`config.mk`:
```
export PLATFORM = sky130hd
export DESIGN_NAME = ipuc_front_flat
export DESIGN_NICKNAME = d
export VERILOG_FILES = /design/src/rtl/ipuc_pkg.sv /design/src/rtl/ipuc_in_if.sv /design/src/rtl/ipuc_front.sv /design/src/flat_wrapper.sv
export SDC_FILE = /design/constraint.sdc
export NUM_CORES = 1
export LEC_CHECK = 0
export BUFFER_PORTS_ARGS = -buffer_cell sky130_fd_sc_hd__buf_2
export CORE_MARGIN = 2
export CORE_UTILIZATION = 55
export CTS_CLUSTER_DIAMETER = 150
export DETAILED_ROUTE_END_ITERATION = 8
export PLACE_DENSITY = 0.71
export SLEW_MARGIN = 0
export SYNTH_ARGS = -nofsm -noshare
export SYNTH_HDL_FRONTEND = slang
export SYNTH_SLANG_ARGS = --single-unit
```
`constraint.sdc`:
```
create_clock -name clk -period 14.65 [get_ports clk]
set_input_delay 2.93 -clock clk [delete_from_list [all_inputs] [get_ports clk]]
set_output_delay 2.93 -clock clk [all_outputs]
set_load 0.01 [all_outputs]
```
`src/rtl/ipuc_pkg.sv`:
```
`timescale 1ns / 1ps
// ----------------------------------------------------------------------------
// ipuc_pkg: shared types and constants of the IPv4/UDP checksum checker
// Frame layout offsets, the queue entry type and the ones-complement add.
// ----------------------------------------------------------------------------
package ipuc_pkg;

	// Frame position counter width and its saturation value
	localparam int unsigned POS_W = 17;
	localparam logic [POS_W-1:0] POS_MAX = '1;

	// Ethernet layout
	localparam logic [POS_W-1:0] ETH_TYPE_HI = 17'd12;
	localparam logic [POS_W-1:0] ETH_TYPE_LO = 17'd13;
	localparam logic [POS_W-1:0] ETH_HDR_BYTES = 17'd14;
	localparam logic [15:0] ETHERTYPE_IPV4 = 16'h0800;

	// IPv4 header offsets, relative to the start of the header
	localparam logic [5:0] IP_OFF_PROTO = 6'd9;
	localparam logic [5:0] IP_OFF_CSUM_LO = 6'd11;
	localparam logic [5:0] IP_OFF_SRC_HI = 6'd12;
	localparam logic [5:0] IP_OFF_DST_LO = 6'd19;
	localparam logic [5:0] IP_MIN_HDR_BYTES = 6'd20;
	localparam logic [7:0] IP_PROTO_UDP = 8'd17;

	// UDP header offsets, relative to the start of the datagram
	localparam logic [POS_W-1:0] UDP_OFF_LEN_HI = 17'd4;
	localparam logic [POS_W-1:0] UDP_OFF_LEN_LO = 17'd5;
	localparam logic [POS_W-1:0] UDP_OFF_CSUM_HI = 17'd6;
	localparam logic [POS_W-1:0] UDP_OFF_CSUM_LO = 17'd7;
	localparam logic [15:0] UDP_HDR_BYTES = 16'd8;

	// Pseudo-header protocol word; seeds the UDP sum at frame start
	localparam logic [15:0] UDP_SUM_SEED = 16'h0011;

	// Command queue between front and back
	localparam int unsigned QDEPTH = 4;
	localparam int unsigned QPTR_W = $clog2(QDEPTH);

	// One command for the back end
	typedef struct packed {
		logic [15:0] word;
		logic        add_ip;
		logic        add_udp;
		logic        set_ip_field;
		logic        set_udp_field;
		logic        last;
		logic        emit;
		logic        trunc;
	} ipuc_op_t;

	// 16-bit ones-complement add with end-around carry
	function automatic logic [15:0] oc_add(input logic [15:0] a, input logic [15:0] b);
		logic [16:0] s;
		s = {1'b0, a} + {1'b0, b};
		if (s[16]) begin
			return s[15:0] + 16'd1;
		end
		return s[15:0];
	endfunction

endpackage

```
`src/rtl/ipuc_in_if.sv`:
```
`timescale 1ns / 1ps
// ----------------------------------------------------------------------------
// ipuc_in_if: frame byte stream channel
// Valid/ready channel carrying one frame byte and an end-of-frame flag.
// ----------------------------------------------------------------------------
interface ipuc_in_if;
	logic       valid;
	logic       ready;
	logic [7:0] frame_byte;
	logic       frame_end;

	modport source (output valid, output frame_byte, output frame_end, input ready);
	modport sink (input valid, input frame_byte, input frame_end, output ready);
endinterface

```
`src/rtl/ipuc_front.sv`:
```
`timescale 1ns / 1ps
// ----------------------------------------------------------------------------
// ipuc_front: frame parser
// Tracks the byte position, decodes Ethernet/IPv4/UDP header fields, forms
// 16-bit words and issues sum commands to the queue.
// ----------------------------------------------------------------------------
module ipuc_front (
	input  logic              clk,
	input  logic              arst_n,
	ipuc_in_if.sink           frame,
	input  logic              q_full,
	output logic              q_push,
	output ipuc_pkg::ipuc_op_t q_op
);

	logic [ipuc_pkg::POS_W-1:0] pos_q;
	logic [15:0]                ether_kind_q;
	logic [5:0]                 header_bytes_q;
	logic [7:0]                 proto_q;
	logic [15:0]                udp_len_q;
	logic [7:0]                 pending_q;

	logic                       accept;
	logic [7:0]                 b;
	logic [15:0]                ether_now;
	logic [5:0]                 hl_now;
	logic [7:0]                 proto_now;
	logic [15:0]                udp_len_now;
	logic [7:0]                 pending_now;
	logic [ipuc_pkg::POS_W-1:0] hdr_end;
	logic [ipuc_pkg::POS_W-1:0] u;
	logic [5:0]                 off;
	logic [15:0]                extent;
	logic [15:0]                w;
	logic                       in_hdr;
	logic                       in_udp;
	ipuc_pkg::ipuc_op_t         op;

	assign frame.ready = !q_full;
	assign accept      = frame.valid && frame.ready;
	assign b           = frame.frame_byte;

	// Decode the current byte against the header layout
	always_comb begin
		ether_now   = ether_kind_q;
		hl_now      = header_bytes_q;
		proto_now   = proto_q;
		udp_len_now = udp_len_q;
		pending_now = pending_q;
		op          = '0;

		if (pos_q == ipuc_pkg::ETH_TYPE_HI) begin
			ether_now = {b, 8'h00};
		end else if (pos_q == ipuc_pkg::ETH_TYPE_LO) begin
			ether_now = ether_kind_q | {8'h00, b};
		end else if (pos_q == ipuc_pkg::ETH_HDR_BYTES) begin
			hl_now = {b[3:0], 2'b00};
		end

		hdr_end = ipuc_pkg::ETH_HDR_BYTES + {11'd0, hl_now};
		off     = 6'(pos_q - ipuc_pkg::ETH_HDR_BYTES);
		u       = pos_q - hdr_end;
		extent  = (udp_len_q < ipuc_pkg::UDP_HDR_BYTES) ? ipuc_pkg::UDP_HDR_BYTES : udp_len_q;
		w       = {pending_q, b};
		in_hdr  = (pos_q >= ipuc_pkg::ETH_HDR_BYTES) && (pos_q < hdr_end);
		in_udp  = !in_hdr && (pos_q > ipuc_pkg::ETH_HDR_BYTES)
			&& (hl_now >= ipuc_pkg::IP_MIN_HDR_BYTES) && (pos_q >= hdr_end);

		if (in_hdr) begin
			// IPv4 header: sum words, capture protocol and checksum field
			if (off == ipuc_pkg::IP_OFF_PROTO) begin
				proto_now = b;
			end
			if (!off[0]) begin
				pending_now = b;
			end else begin
				op.word = w;
				if (off == ipuc_pkg::IP_OFF_CSUM_LO) begin
					op.set_ip_field = 1'b1;
				end else begin
					op.add_ip = 1'b1;
				end
				if (off >= ipuc_pkg::IP_OFF_SRC_HI && off <= ipuc_pkg::IP_OFF_DST_LO) begin
					op.add_udp = 1'b1;
				end
			end
		end else if (in_udp) begin
			// UDP datagram: length capture, words, odd tail padded with zero
			if (u == ipuc_pkg::UDP_OFF_LEN_HI) begin
				udp_len_now = {b, 8'h00};
			end else if (u == ipuc_pkg::UDP_OFF_LEN_LO) begin
				udp_len_now = udp_len_q | {8'h00, b};
			end
			if (u <= ipuc_pkg::UDP_OFF_LEN_LO || u < {1'b0, extent}) begin
				if (!u[0]) begin
					pending_now = b;
					if (u >= ipuc_pkg::UDP_OFF_CSUM_HI && (u + 17'd1) == {1'b0, extent}) begin
						op.word    = {b, 8'h00};
						op.add_udp = 1'b1;
					end
				end else if (u == ipuc_pkg::UDP_OFF_CSUM_LO) begin
					op.word          = w;
					op.set_udp_field = 1'b1;
				end else begin
					// Length word counts twice: once in header, once in pseudo-header
					op.word    = (u == ipuc_pkg::UDP_OFF_LEN_LO) ? {w[14:0], w[15]} : w;
					op.add_udp = 1'b1;
				end
			end
		end

		op.last  = frame.frame_end;
		op.emit  = (ether_now == ipuc_pkg::ETHERTYPE_IPV4) && (proto_now == ipuc_pkg::IP_PROTO_UDP)
			&& (hl_now >= ipuc_pkg::IP_MIN_HDR_BYTES);
		op.trunc = pos_q < (hdr_end + ipuc_pkg::UDP_OFF_LEN_LO);
	end

	// Issue a command only when the back end has something to do
	assign q_push = accept
		&& (op.add_ip || op.add_udp || op.set_ip_field || op.set_udp_field || op.last);
	assign q_op   = op;

	// Advance parser state; clear it after the final byte
	always_ff @(posedge clk or negedge arst_n) begin
		if (!arst_n) begin
			pos_q          <= '0;
			ether_kind_q   <= '0;
			header_bytes_q <= '0;
			proto_q        <= '0;
			udp_len_q      <= '0;
			pending_q      <= '0;
		end else if (accept) begin
			if (frame.frame_end) begin
				pos_q          <= '0;
				ether_kind_q   <= '0;
				header_bytes_q <= '0;
				proto_q        <= '0;
				udp_len_q      <= '0;
				pending_q      <= '0;
			end else begin
				if (pos_q != ipuc_pkg::POS_MAX) begin
					pos_q <= pos_q + 17'd1;
				end
				ether_kind_q   <= ether_now;
				header_bytes_q <= hl_now;
				proto_q        <= proto_now;
				udp_len_q      <= udp_len_now;
				pending_q      <= pending_now;
			end
		end
	end

endmodule

```
`src/flat_wrapper.sv`:
```
// flat-port wrapper written by rule: the top's interface ports become plain ports
module ipuc_front_flat 
  (clk, arst_n, q_full, q_push, q_op, frame_valid, frame_frame_byte, frame_frame_end, frame_ready);
  ipuc_in_if frame_i ();
  input  logic clk;
  input  logic arst_n;
  input  logic q_full;
  output logic q_push;
  output ipuc_pkg::ipuc_op_t q_op;
  input wire logic [$bits(frame_i.valid)-1:0] frame_valid;
  input wire logic [$bits(frame_i.frame_byte)-1:0] frame_frame_byte;
  input wire logic [$bits(frame_i.frame_end)-1:0] frame_frame_end;
  output wire logic [$bits(frame_i.ready)-1:0] frame_ready;
  assign frame_i.valid = frame_valid;
  assign frame_i.frame_byte = frame_frame_byte;
  assign frame_i.frame_end = frame_frame_end;
  assign frame_ready = frame_i.ready;
  ipuc_front u_core (.clk(clk), .arst_n(arst_n), .frame(frame_i), .q_full(q_full), .q_push(q_push), .q_op(q_op));
endmodule
```
==> results of run 1 <==
==> worst register-to-register path: cells and delay by family (launching register included) <==
family	cells	cell delay, ns
AOI/OAI and AO/OA	11	3.05
and+or+nand+nor	7	2.11
adders and majority gates	4	1.38
DFF	1	0.54
muxes	2	0.51
buffers and inverters	3	0.39
xor gates and xnor gates	1	0.26
==> power by group through the flow <==
stage,combinational (µW),clock [µW],sequential [µW]
final,145,227,249
after global routing,164,237,252
after CTS,144,230,248
after detailed placement,142,0,251
after global placement,138,0,250
after floorplan,108,0,241
==> layout make-up <==
class | instances | area [µm²] | share of cell area (%)
well taps | 147 | 184 | 2.55
clock inverters | 7 | 77.6 | 1.07
multi-input cells | 642 | 4590 | 63.5
inverters | 41 | 154 | 2.13
repair buffers | 42 | 223 | 3.08
clock buffers | 9 | 225 | 3.12
flip-flops and latches | 71 | 1780 | 24.6
==> final timing paths <==
check / slack [ns] / startpoint / cells past startpoint / endpoint
hold / removal: 0.49 / u_core.ether_kind_q[11] / 2 / u_core.ether_kind_q[11]
max in group asynchronous: 11.25 / arst_n / 2 / u_core.udp_len_q[11]
min in group asynchronous: 2.80 / arst_n / 2 / u_core.proto_q[7]
setup / recovery: 2.64 / frame_frame_byte[0] / 26 / q_op[20]
hold reg to reg: 0.49 / u_core.ether_kind_q[11] / 2 / u_core.ether_kind_q[11]
setup reg to reg: 6.27 / u_core.pos_q[2] / 28 / u_core.pending_q[2]
==> state kept, by name, summed over array words and instances (netlist names) <==
name and count:
u_core.proto_q 8, u_core.pos_q 17, u_core.pending_q 8, u_core.header_bytes_q 6, u_core.udp_len_q 16, u_core.ether_kind_q 16
==> metal layers <==
layer  wire length (µm)  global-route usage, %  part of all wire [%]
met3               1080                   3.86                   5.4
met4                420                   10.8                   2.1
met2               9230                   51.2                    46
met1               9310                   44.7                    46
met5                  0                      0                     0
==> cell usage after synthesis (4+ instances only) <==
cell type  number  area, µm²
a2111oi_0       5       43.8
a211oi_1        6       45.0
a21o_1          4       30.0
a21oi_1        47        235
a22o_1         19        166
a22oi_1        16        120
a311o_1         9       90.1
a311oi_1        4       35.0
a31oi_1         5       31.3
and2_1          7       43.8
and3_1          9       56.3
buf_1           4       15.0
buf_4           4       30.0
clkbuf_1       32        120
dfrtp_1        71       1780
ha_1           43        538
inv_1          39        146
mux2i_1        17        170
nand2_1        65        244
nand2b_1        5       31.3
nand3_1        19       95.1
nand4_1        11       68.8
nor2_1         72        270
nor2b_1        17        106
nor3_1         20        100
nor4_1         18        113
nor4b_1        10       87.6
o2111ai_1       4       35.0
o211ai_1        7       52.6
o21a_1          5       37.5
o21ai_0        36        180
o22ai_1         5       31.3
o2bb2ai_1       8       70.1
or2_2          10       62.6
or3_1           8       50.1
xnor2_1        35        307
xor2_1         15        131
==> placed cells by master, fill, tap and decap left out, types with 6 or more instances in the layout <==
cell | synthesis | layout
clkbuf_16 | 0 | 9
nand2_1 | 65 | 65
o21ai_0 | 36 | 36
buf_2 | 3 | 37
nor3_1 | 20 | 20
nor4_1 | 18 | 18
nand3_1 | 19 | 19
o2bb2ai_1 | 8 | 8
ha_1 | 43 | 43
inv_1 | 39 | 39
or2_2 | 10 | 10
xnor2_1 | 35 | 35
a21oi_1 | 47 | 47
nand4_1 | 11 | 11
and3_1 | 9 | 9
nor4b_1 | 10 | 10
and2_1 | 7 | 7
or3_1 | 8 | 8
a22oi_1 | 16 | 16
nor2_1 | 72 | 72
nor2b_1 | 17 | 17
dfrtp_1 | 71 | 71
xor2_1 | 15 | 15
a22o_1 | 19 | 19
a211oi_1 | 6 | 6
o211ai_1 | 7 | 7
mux2i_1 | 17 | 17
a311o_1 | 9 | 9
==> through the flow <==
stage          cell area [µm²]  cells  total power (µW)  hold WS [ns]  util [%]
3_5_place_dp              6920    943               394         0.476      57.6
4_1_cts                   7230    959               621         0.491      60.2
6_report                  7230    959               621         0.491      60.2
5_1_grt                   7230    959               653         0.506      60.2
3_3_place_gp              6920    943               388         0.462      57.6
2_1_floorplan             6740    801               349         0.450         -
==> kinds of logic (layout without fill, tap and decap cells) <==
family / after synthesis / in the layout / synth area share, %
mux: 19 / 19 / 2.86
simple gates: 298 / 298 / 24.2
other cells: 1 / 1 / 0.0556
compound gates: 228 / 228 / 25.6
flops: 71 / 71 / 26.4
buf+inv: 88 / 99 / 5.59
xor+xnor: 52 / 52 / 7.07
fa+ha+maj: 44 / 44 / 8.28
==> results.json, run 1 <==
{
  "ctsHoldBuffers": 0,
  "gp_congestion": 0.986,
  "worst-path-buf-inv": 5,
  "grt_usage_pct": 31.8,
  "rsz0062_at_grt": "no",
  "via_per_inst": 6.64,
  "period_share_pct": 82.0,
  "synth_enable_flop_cells": 0,
  "routed_wl_um": 20000,
  "finalHoldViolations": 0,
  "min_period_ns": 12.01,
  "cts_tree": "yes",
  "crit_family": "compound AO/OA/AOI/OAI gates",
  "clk_pin_slew_ns": 0.06,
  "io_buffer_count": 37,
  "crit_path_max_fanout": 13,
  "start_util_pct": 56.1,
  "yosys_warnings": 0,
  "syn_inst": 801,
  "clock_sinks": 71,
  "routedWlPerCell_um": 20.9,
  "power.density_nw_per_um2": 85.9,
  "ys_ff_latch": 71,
  "criticalPathCategory": "input pin to primary output",
  "dieArea_um2": 13200,
  "overflow": 0,
  "vdd_drop_max_mv": 0.106,
  "worst_ep_arrival_time_ns": 9.08,
  "synthDistinctLibCells": 96,
  "n_fill_cell": 1074,
  "fmax_mhz": 83.3,
  "swShare_pct": 33.3,
  "syn_area_um2": 6740,
  "grt_max_degree": 72,
  "clockBufferDepth": 2,
  "firstDrtPassIters": 5,
  "cpPeakStageDelay_ns": 0.66,
  "drv_cap": 0,
  "cp.required_ns": 11.72,
  "clkPwrFrac_pct": 36.5,
  "postRouteAntennaNets": 0,
  "avgSynthCellArea_um2": 8.41,
  "grt_pass1_wl_um": 32800,
  "hpwl_um": 14700,
  "leakage_uw": 0.00307,
  "final_max_slew_viol_count": 0,
  "rows": 40,
  "die_h_um": 115,
  "clock_latency_ns": 0.36,
  "tightestPinTransition_ns": 1.21,
  "endpoint_kind": "primary output",
  "ioPinCount": 38,
  "p_comb_share_pct": 23.3,
  "drc": 0,
  "die_w_um": 115,
  "setup_viol": 0,
  "cts-root-buf": "clkbuf_16",
  "synth-async-reset-ratio_pct": 100,
  "post_cts_resized": 0,
  "finClkSkew_ns": 0.00981,
  "holdCritPathClass": "flop to flop",
  "synthFlopType": "dfrtp_1",
  "slowest_stage": "nor2_1",
  "grt_pass1_vias": 6146,
  "setup_slack_ns": 2.64,
  "antenna_found_initial": 0,
  "crit_path_start_kind": "input pin",
  "antenna_cells": 0,
  "syn-num-nets": 858,
  "ys_seq_area_share_pct": 26.4,
  "place_ws_ns": 2.73,
  "switching_power_uw": 207,
  "power_frac_seq_pct": 40.1,
  "maxSlewHeadroom_pct": 19.0,
  "outcome": "complete, no violations",
  "initialDrtViolationCount": 484,
  "drive_above_1_share_pct": 12.9,
  "area_delta_synth_final_pct": 7.22,
  "vias": 6372,
  "intPower_uw": 414,
  "finalSetupTns_ns": 0,
  "cts_made_buffers": 9,
  "core_area_um2": 12000,
  "h-tree-depth": 3,
  "postCtsSetupBuffers": 0,
  "fin_nets": 864
}
Note: power is estimated with default switching activity, not from simulation.
==> run 2: changes to the inputs <==
PLACE_DENSITY = 0.74   (was 0.71)
clock period = 9.77 ns   (was 14.65 ns; I/O delays follow)
==> run 2 against run 1 <==
  * Flip-flop and latch count unchanged
  * Critical endpoint is now q_op[21]
  * Sequential power rose by 48%
  * Clock skew decreased by 0.0017 ns
  * First-iteration DRC count rose by 2.1%
  * Register-to-register slack lost 3.7 ns
  * Critical path type is now flop to primary output
==> results.json, run 2 (same netlist as run 1, synthesis figures left out) <==
{
  "outcome": "complete, no violations",
  "critical_path.most_common_cell": "ha_1",
  "endpoint_kind": "primary output",
  "crit_path_start_kind": "flop",
  "die_h_um": 115,
  "timing.rr.start": "u_core.pos_q[5]",
  "leakage_uw": 0.00323,
  "grt_pass1_wl_um": 32700,
  "timing.hold.ws_ns": 0.491,
  "holdCritPathClass": "flop to flop",
  "clockBufferDepth": 2,
  "cts_tree": "yes",
  "io_buffer_count": 37,
  "antenna_found_initial": 0,
  "dieArea_um2": 13200,
  "grt_usage_pct": 31.5,
  "power.density_nw_per_um2": 127,
  "top_register": "u_core.pos_q",
  "worst_ep_arrival_time_ns": 7.50,
  "drv_cap": 0,
  "reg.largest.list": "u_core.pos_q (17), u_core.ether_kind_q (16), u_core.udp_len_q (16)",
  "worst-path-buf-inv": 3,
  "h-tree-depth": 3,
  "crit_path_max_fanout": 11,
  "finalSetupTns_ns": 0,
  "largest_reg_flops": 17,
  "final_max_slew_viol_count": 0,
  "hpwl_um": 14900,
  "finClkSkew_ns": 0.00809,
  "grt_max_degree": 72,
  "finalHoldViolations": 0,
  "die_w_um": 115,
  "final_cell_mix": "nor2_1, dfrtp_1, nand2_1",
  "rows": 40,
  "initialDrtViolationCount": 494,
  "reg2reg_slack_ns": 2.59,
  "setup_viol": 0,
  "fmax_mhz": 106,
  "start_util_pct": 56.1,
  "drc": 0,
  "slowest_stage": "or4_4",
  "routedWlPerCell_um": 20.2,
  "cp.required_ns": 7.82,
  "routed_wl_um": 20000,
  "antenna_cells": 0,
  "vias": 6569,
  "clk_pin_slew_ns": 0.06,
  "final_common_cell": "nor2_1",
  "core_area_um2": 12000,
  "postRouteAntennaNets": 0,
  "clock_sinks": 71,
  "via_per_inst": 6.66,
  "firstDrtPassIters": 5,
  "maxSlewHeadroom_pct": 16.8,
  "reg2reg_to": "u_core.pending_q[6]",
  "criticalPathCategory": "flop to primary output",
  "ff2ff_path_depth": 23,
  "endpoint": "q_op[21]",
  "gp_congestion": 1.05,
  "cts-root-buf": "clkbuf_16",
  "cpPeakStageDelay_ns": 0.61,
  "critPathLaunch": "u_core.pos_q[5]",
  "grt_pass1_vias": 6245,
  "area_delta_synth_final_pct": 11.2,
  "cts_made_buffers": 9,
  "vdd_drop_max_mv": 0.0874,
  "min_period_ns": 9.45,
  "overflow": 0,
  "period_share_pct": 96.7,
  "crit_family": "simple AND/OR/NAND/NOR gates",
  "ioPinCount": 38,
  "clock_latency_ns": 0.34,
  "fin_nets": 892,
  "cp.depth": 25,
  "tightestPinTransition_ns": 1.25,
  "drive_above_1_share_pct": 16.4
}
[run 2: repair_timing]
| action | in CTS | in global routing |
|---|---|---|
| hold buffers | 0 | 0 |
| setup endpoints to repair | 0 | 18 |
| buffers inserted | 0 | 6 |
| gates resized for setup | 0 | 8 |
[run 2: worst reg2reg max path: stages (launching register included)]
cell and delay, ns:
dfrtp_1 0.52, or4_4 0.61, nor4_4 0.29, buf_4 0.20
a21o_2 0.14, nand2_1 0.16, ha_1 0.41, ha_1 0.33
or2_2 0.30, o311a_1 0.22, o21ai_0 0.19, buf_4 0.16
a311oi_4 0.12, a211oi_1 0.46, nand2_1 0.14, xnor2_1 0.48
ha_1 0.26, o221ai_1 0.11, a21oi_1 0.18, o32a_2 0.23
nor2_1 0.10, a22oi_1 0.99, nor4b_1 0.12, a311o_1 0.36
[run 2: final cells by class]
type,instances,area [µm²]
clock inverters,6,93.8
multi-input cells,642,4620
repair buffers,70,433
fillers,1050,4520
clock buffers,10,229
flip-flops and latches,71,1780
inverters,41,154
well taps,147,184
[run 2: how the worst min path moves through the flow]
stage,end,from,cells past startpoint
after global routing,u_core.header_bytes_q[0],u_core.header_bytes_q[0],1
after floorplan,u_core.ether_kind_q[11],u_core.ether_kind_q[11],2
after detailed placement,u_core.header_bytes_q[0],u_core.header_bytes_q[0],1
final,u_core.header_bytes_q[0],u_core.header_bytes_q[0],1
after global placement,u_core.ether_kind_q[11],u_core.ether_kind_q[11],2
after CTS,u_core.header_bytes_q[0],u_core.header_bytes_q[0],1
[run 2: routing by layer]
metal / part of all wire, % / global-route usage (%) / wire length [µm]
met2: 46 / 50.5 / 9260
met3: 7.1 / 3.97 / 1410
met5: 0 / 0 / 0
met1: 44 / 44.5 / 8760
met4: 2.8 / 10.2 / 556
[run 2: per-stage QoR]
| step | area (µm²) | utilization, % | power, µW | cells | worst slack [ns] |
|---|---|---|---|---|---|
| global placement | 7090 | 59.0 | 581 | 965 | 0.294 |
| finish | 7500 | 62.4 | 956 | 987 | 0.318 |
| detailed placement | 7090 | 59.0 | 593 | 965 | 0.190 |
| CTS | 7410 | 61.7 | 955 | 981 | 0.00453 |
| global route | 7500 | 62.4 | 1000 | 987 | -0.00652 |
| floorplan | 6740 | - | 523 | 801 | 0.697 |
[run 2: power by group]
group,switching (µW),internal (µW)
Clock,137,225
Sequential,37.5,331
Combinational,131,93.8
Total,306,650
==> run 3: changes to the inputs <==
ABC_AREA = 1   (was unset)
==> run 3 against run 2 <==
  * Flip-flop and latch count did not move
  * Wire length fell by 10%
  * Area after synthesis fell by 1.7%
  * Clock power fell by 9.7%
  * Global-route usage fell by 2.4 points
  * Sequential share of layout area rose by 1.0 points
  * Clock skew rose by 0.0013 ns
  * Non-clock buffer count fell by 30
  * First-iteration DRC count fell by 12%
  * Largest cell class unchanged
==> results.json, run 3 <==
{
  "outcome": "complete, no violations",
  "routedWlPerCell_um": 15.7,
  "setup_slack_ns": 1.13,
  "post_cts_resized": 0,
  "setup_viol": 0,
  "finalPower_uw": 958,
  "maxSlewHeadroom_pct": 37.4,
  "vdd_drop_max_mv": 0.0997,
  "rows": 40,
  "crit_path_max_fanout": 9,
  "io_buffer_count": 37,
  "endpoint_kind": "primary output",
  "grt_usage_pct": 29.1,
  "finalSetupTns_ns": 0,
  "rsz0062_at_grt": "no",
  "p_comb_share_pct": 31.1,
  "die_h_um": 114,
  "min_period_ns": 8.64,
  "finalHoldViolations": 0,
  "start_util_pct": 55.8,
  "synthXorXnorAreaFrac_pct": 3.48,
  "final_max_slew_viol_count": 0,
  "ioPinCount": 38,
  "cts_made_buffers": 9,
  "yosysTopAreaCellShare_pct": 26.8,
  "whs_path_depth": 2,
  "clockBufferDepth": 2,
  "ys_ff_latch": 71,
  "synthAdderAreaFrac_pct": 8.42,
  "clk_pin_slew_ns": 0.06,
  "leakage_uw": 0.00357,
  "synth_area_leader_cell": "dfrtp_1",
  "initialDrtViolationCount": 436,
  "synth_common_cells": "nand2_1, inv_1, nor2_1, dfrtp_1, o21ai_0",
  "synth_compound_area_share_pct": 15.5,
  "via_per_inst": 5.67,
  "overflow": 0,
  "cts-root-buf": "clkbuf_16",
  "ys_seq_area_share_pct": 26.8,
  "postRouteAntennaNets": 0,
  "vias": 6472,
  "syn_area_um2": 6620,
  "synthFlopType": "dfrtp_1",
  "core_area_um2": 11900,
  "top_register": "u_core.pos_q",
  "period_share_pct": 88.5,
  "cpPeakStageDelay_ns": 0.33,
  "swShare_pct": 36.3,
  "reg.largest.list": "u_core.pos_q (17), u_core.ether_kind_q (16), u_core.udp_len_q (16)",
  "ctsHoldBuffers": 0,
  "place_ws_ns": 1.16,
  "intPower_uw": 610,
  "grt_max_degree": 72,
  "routed_wl_um": 17900,
  "tightestPinTransition_ns": 0.939,
  "firstDrtPassIters": 5,
  "dieArea_um2": 12900,
  "antenna_found_initial": 0,
  "postCtsSetupBuffers": 0,
  "n_fill_cell": 1137,
  "syn-num-nets": 1019,
  "yosys_warnings": 0,
  "antenna_cells": 0,
  "synth_mux_area_share_pct": 0,
  "synth_enable_flop_cells": 0,
  "yosysMostFrequentCell": "nand2_1",
  "cts_tree": "yes",
  "final_cell_mix": "nand2_1, inv_1, nor2_1",
  "fmax_mhz": 116,
  "cp.required_ns": 7.82,
  "drive_above_1_share_pct": 14.3,
  "die_w_um": 114,
  "power_frac_seq_pct": 34.7,
  "grt_pass1_vias": 6093,
  "synthDistinctLibCells": 56,
  "finClkSkew_ns": 0.00937,
  "clock_latency_ns": 0.35,
  "slowest_stage": "xor2_1",
  "criticalPathCategory": "input pin to primary output",
  "drv_cap": 0,
  "final_common_cell": "nand2_1",
  "switching_power_uw": 347,
  "power.density_nw_per_um2": 133,
  "avgSynthCellArea_um2": 6.89,
  "area_delta_synth_final_pct": 8.46,
  "crit_path_start_kind": "input pin",
  "synth_area_leaders": "dfrtp_1, nand2_1, ha_1",
  "syn_inst": 962,
  "gp_congestion": 0.994,
  "synth_simple_gate_area_share_pct": 36.1,
  "ff2ff_path_depth": 36,
  "h-tree-depth": 3,
  "fin_nets": 1046,
  "drc": 0,
  "synth_top_family_by_area": "simple AND/OR/NAND/NOR gates",
  "clock_sinks": 71,
  "synth-async-reset-ratio_pct": 100,
  "clkPwrFrac_pct": 34.2,
  "worst_ep_arrival_time_ns": 6.69,
  "largest_reg_flops": 17,
  "grt_pass1_wl_um": 29700,
  "hpwl_um": 13600,
  "holdCritPathClass": "flop to flop"
}
run 3: power by group through the flow:
| stage | sequential [µW] | clock [µW] | combinational [µW] |
|---|---|---|---|
| floorplan | 331 | 0 | 224 |
| global placement | 337 | 0 | 289 |
| detailed placement | 337 | 0 | 294 |
| CTS | 332 | 331 | 296 |
| global route | 335 | 343 | 338 |
| finish | 333 | 327 | 298 |
run 3: cell type report:
type / instances / area [µm²] / share of cell area (%)
clock inverters: 6 / 61.3 / 0.853
flip-flops and latches: 71 / 1780 / 24.7
well taps: 147 / 184 / 2.56
inverters: 137 / 515 / 7.18
multi-input cells: 730 / 4210 / 58.6
repair buffers: 40 / 210 / 2.93
clock buffers: 10 / 229 / 3.19
run 3: worst paths after layout:
path,to,start,slack [ns]
max,q_op[3],frame_frame_byte[0],1.13
min,u_core.proto_q[2],u_core.proto_q[2],0.48
max reg2reg,u_core.pending_q[6],u_core.pos_q[0],3.74
min reg2reg,u_core.proto_q[2],u_core.proto_q[2],0.48
max in group asynchronous,u_core.udp_len_q[6],arst_n,7.41
min in group asynchronous,u_core.pos_q[10],arst_n,1.70
run 3: cells by family (layout without fill, tap and decap cells):
group | Yosys count | after routing
simple gates | 490 | 490
buf+inv | 161 | 193
flops | 71 | 71
xor+xnor | 23 | 23
other cells | 1 | 1
compound gates | 172 | 172
fa+ha+maj | 44 | 44
run 3: through the flow:
| step | area [µm²] | hold WS (ns) | std cells | utilization [%] |
|---|---|---|---|---|
| after floorplan | 6620 | 0.448 | 962 | - |
| after global placement | 6890 | 0.460 | 1125 | 58.1 |
| after detailed placement | 6890 | 0.468 | 1125 | 58.1 |
| after CTS | 7180 | 0.483 | 1141 | 60.6 |
| after global routing | 7180 | 0.495 | 1141 | 60.6 |
| final | 7180 | 0.481 | 1141 | 60.6 |
run 3: metal layers:
metal | vias to the layer above | global-route usage [%] | wire (µm)
met1 | 2998 | 37.7 | 7990
met2 | 185 | 49.7 | 8480
met3 | 36 | 3.51 | 957
li1 | 3253 | - | -
met4 | 0 | 11.5 | 458
met5 | - | 0 | 0
run 3: critical path, delay by kind of cell:
kind / cells / cell delay [ns]
adders and majority gates: 3 / 0.72
xor gates and xnor gates: 1 / 0.33
and+or+nand+nor: 18 / 2.12
buffers and inverters: 6 / 0.75
AOI/OAI and AO/OA: 3 / 0.79
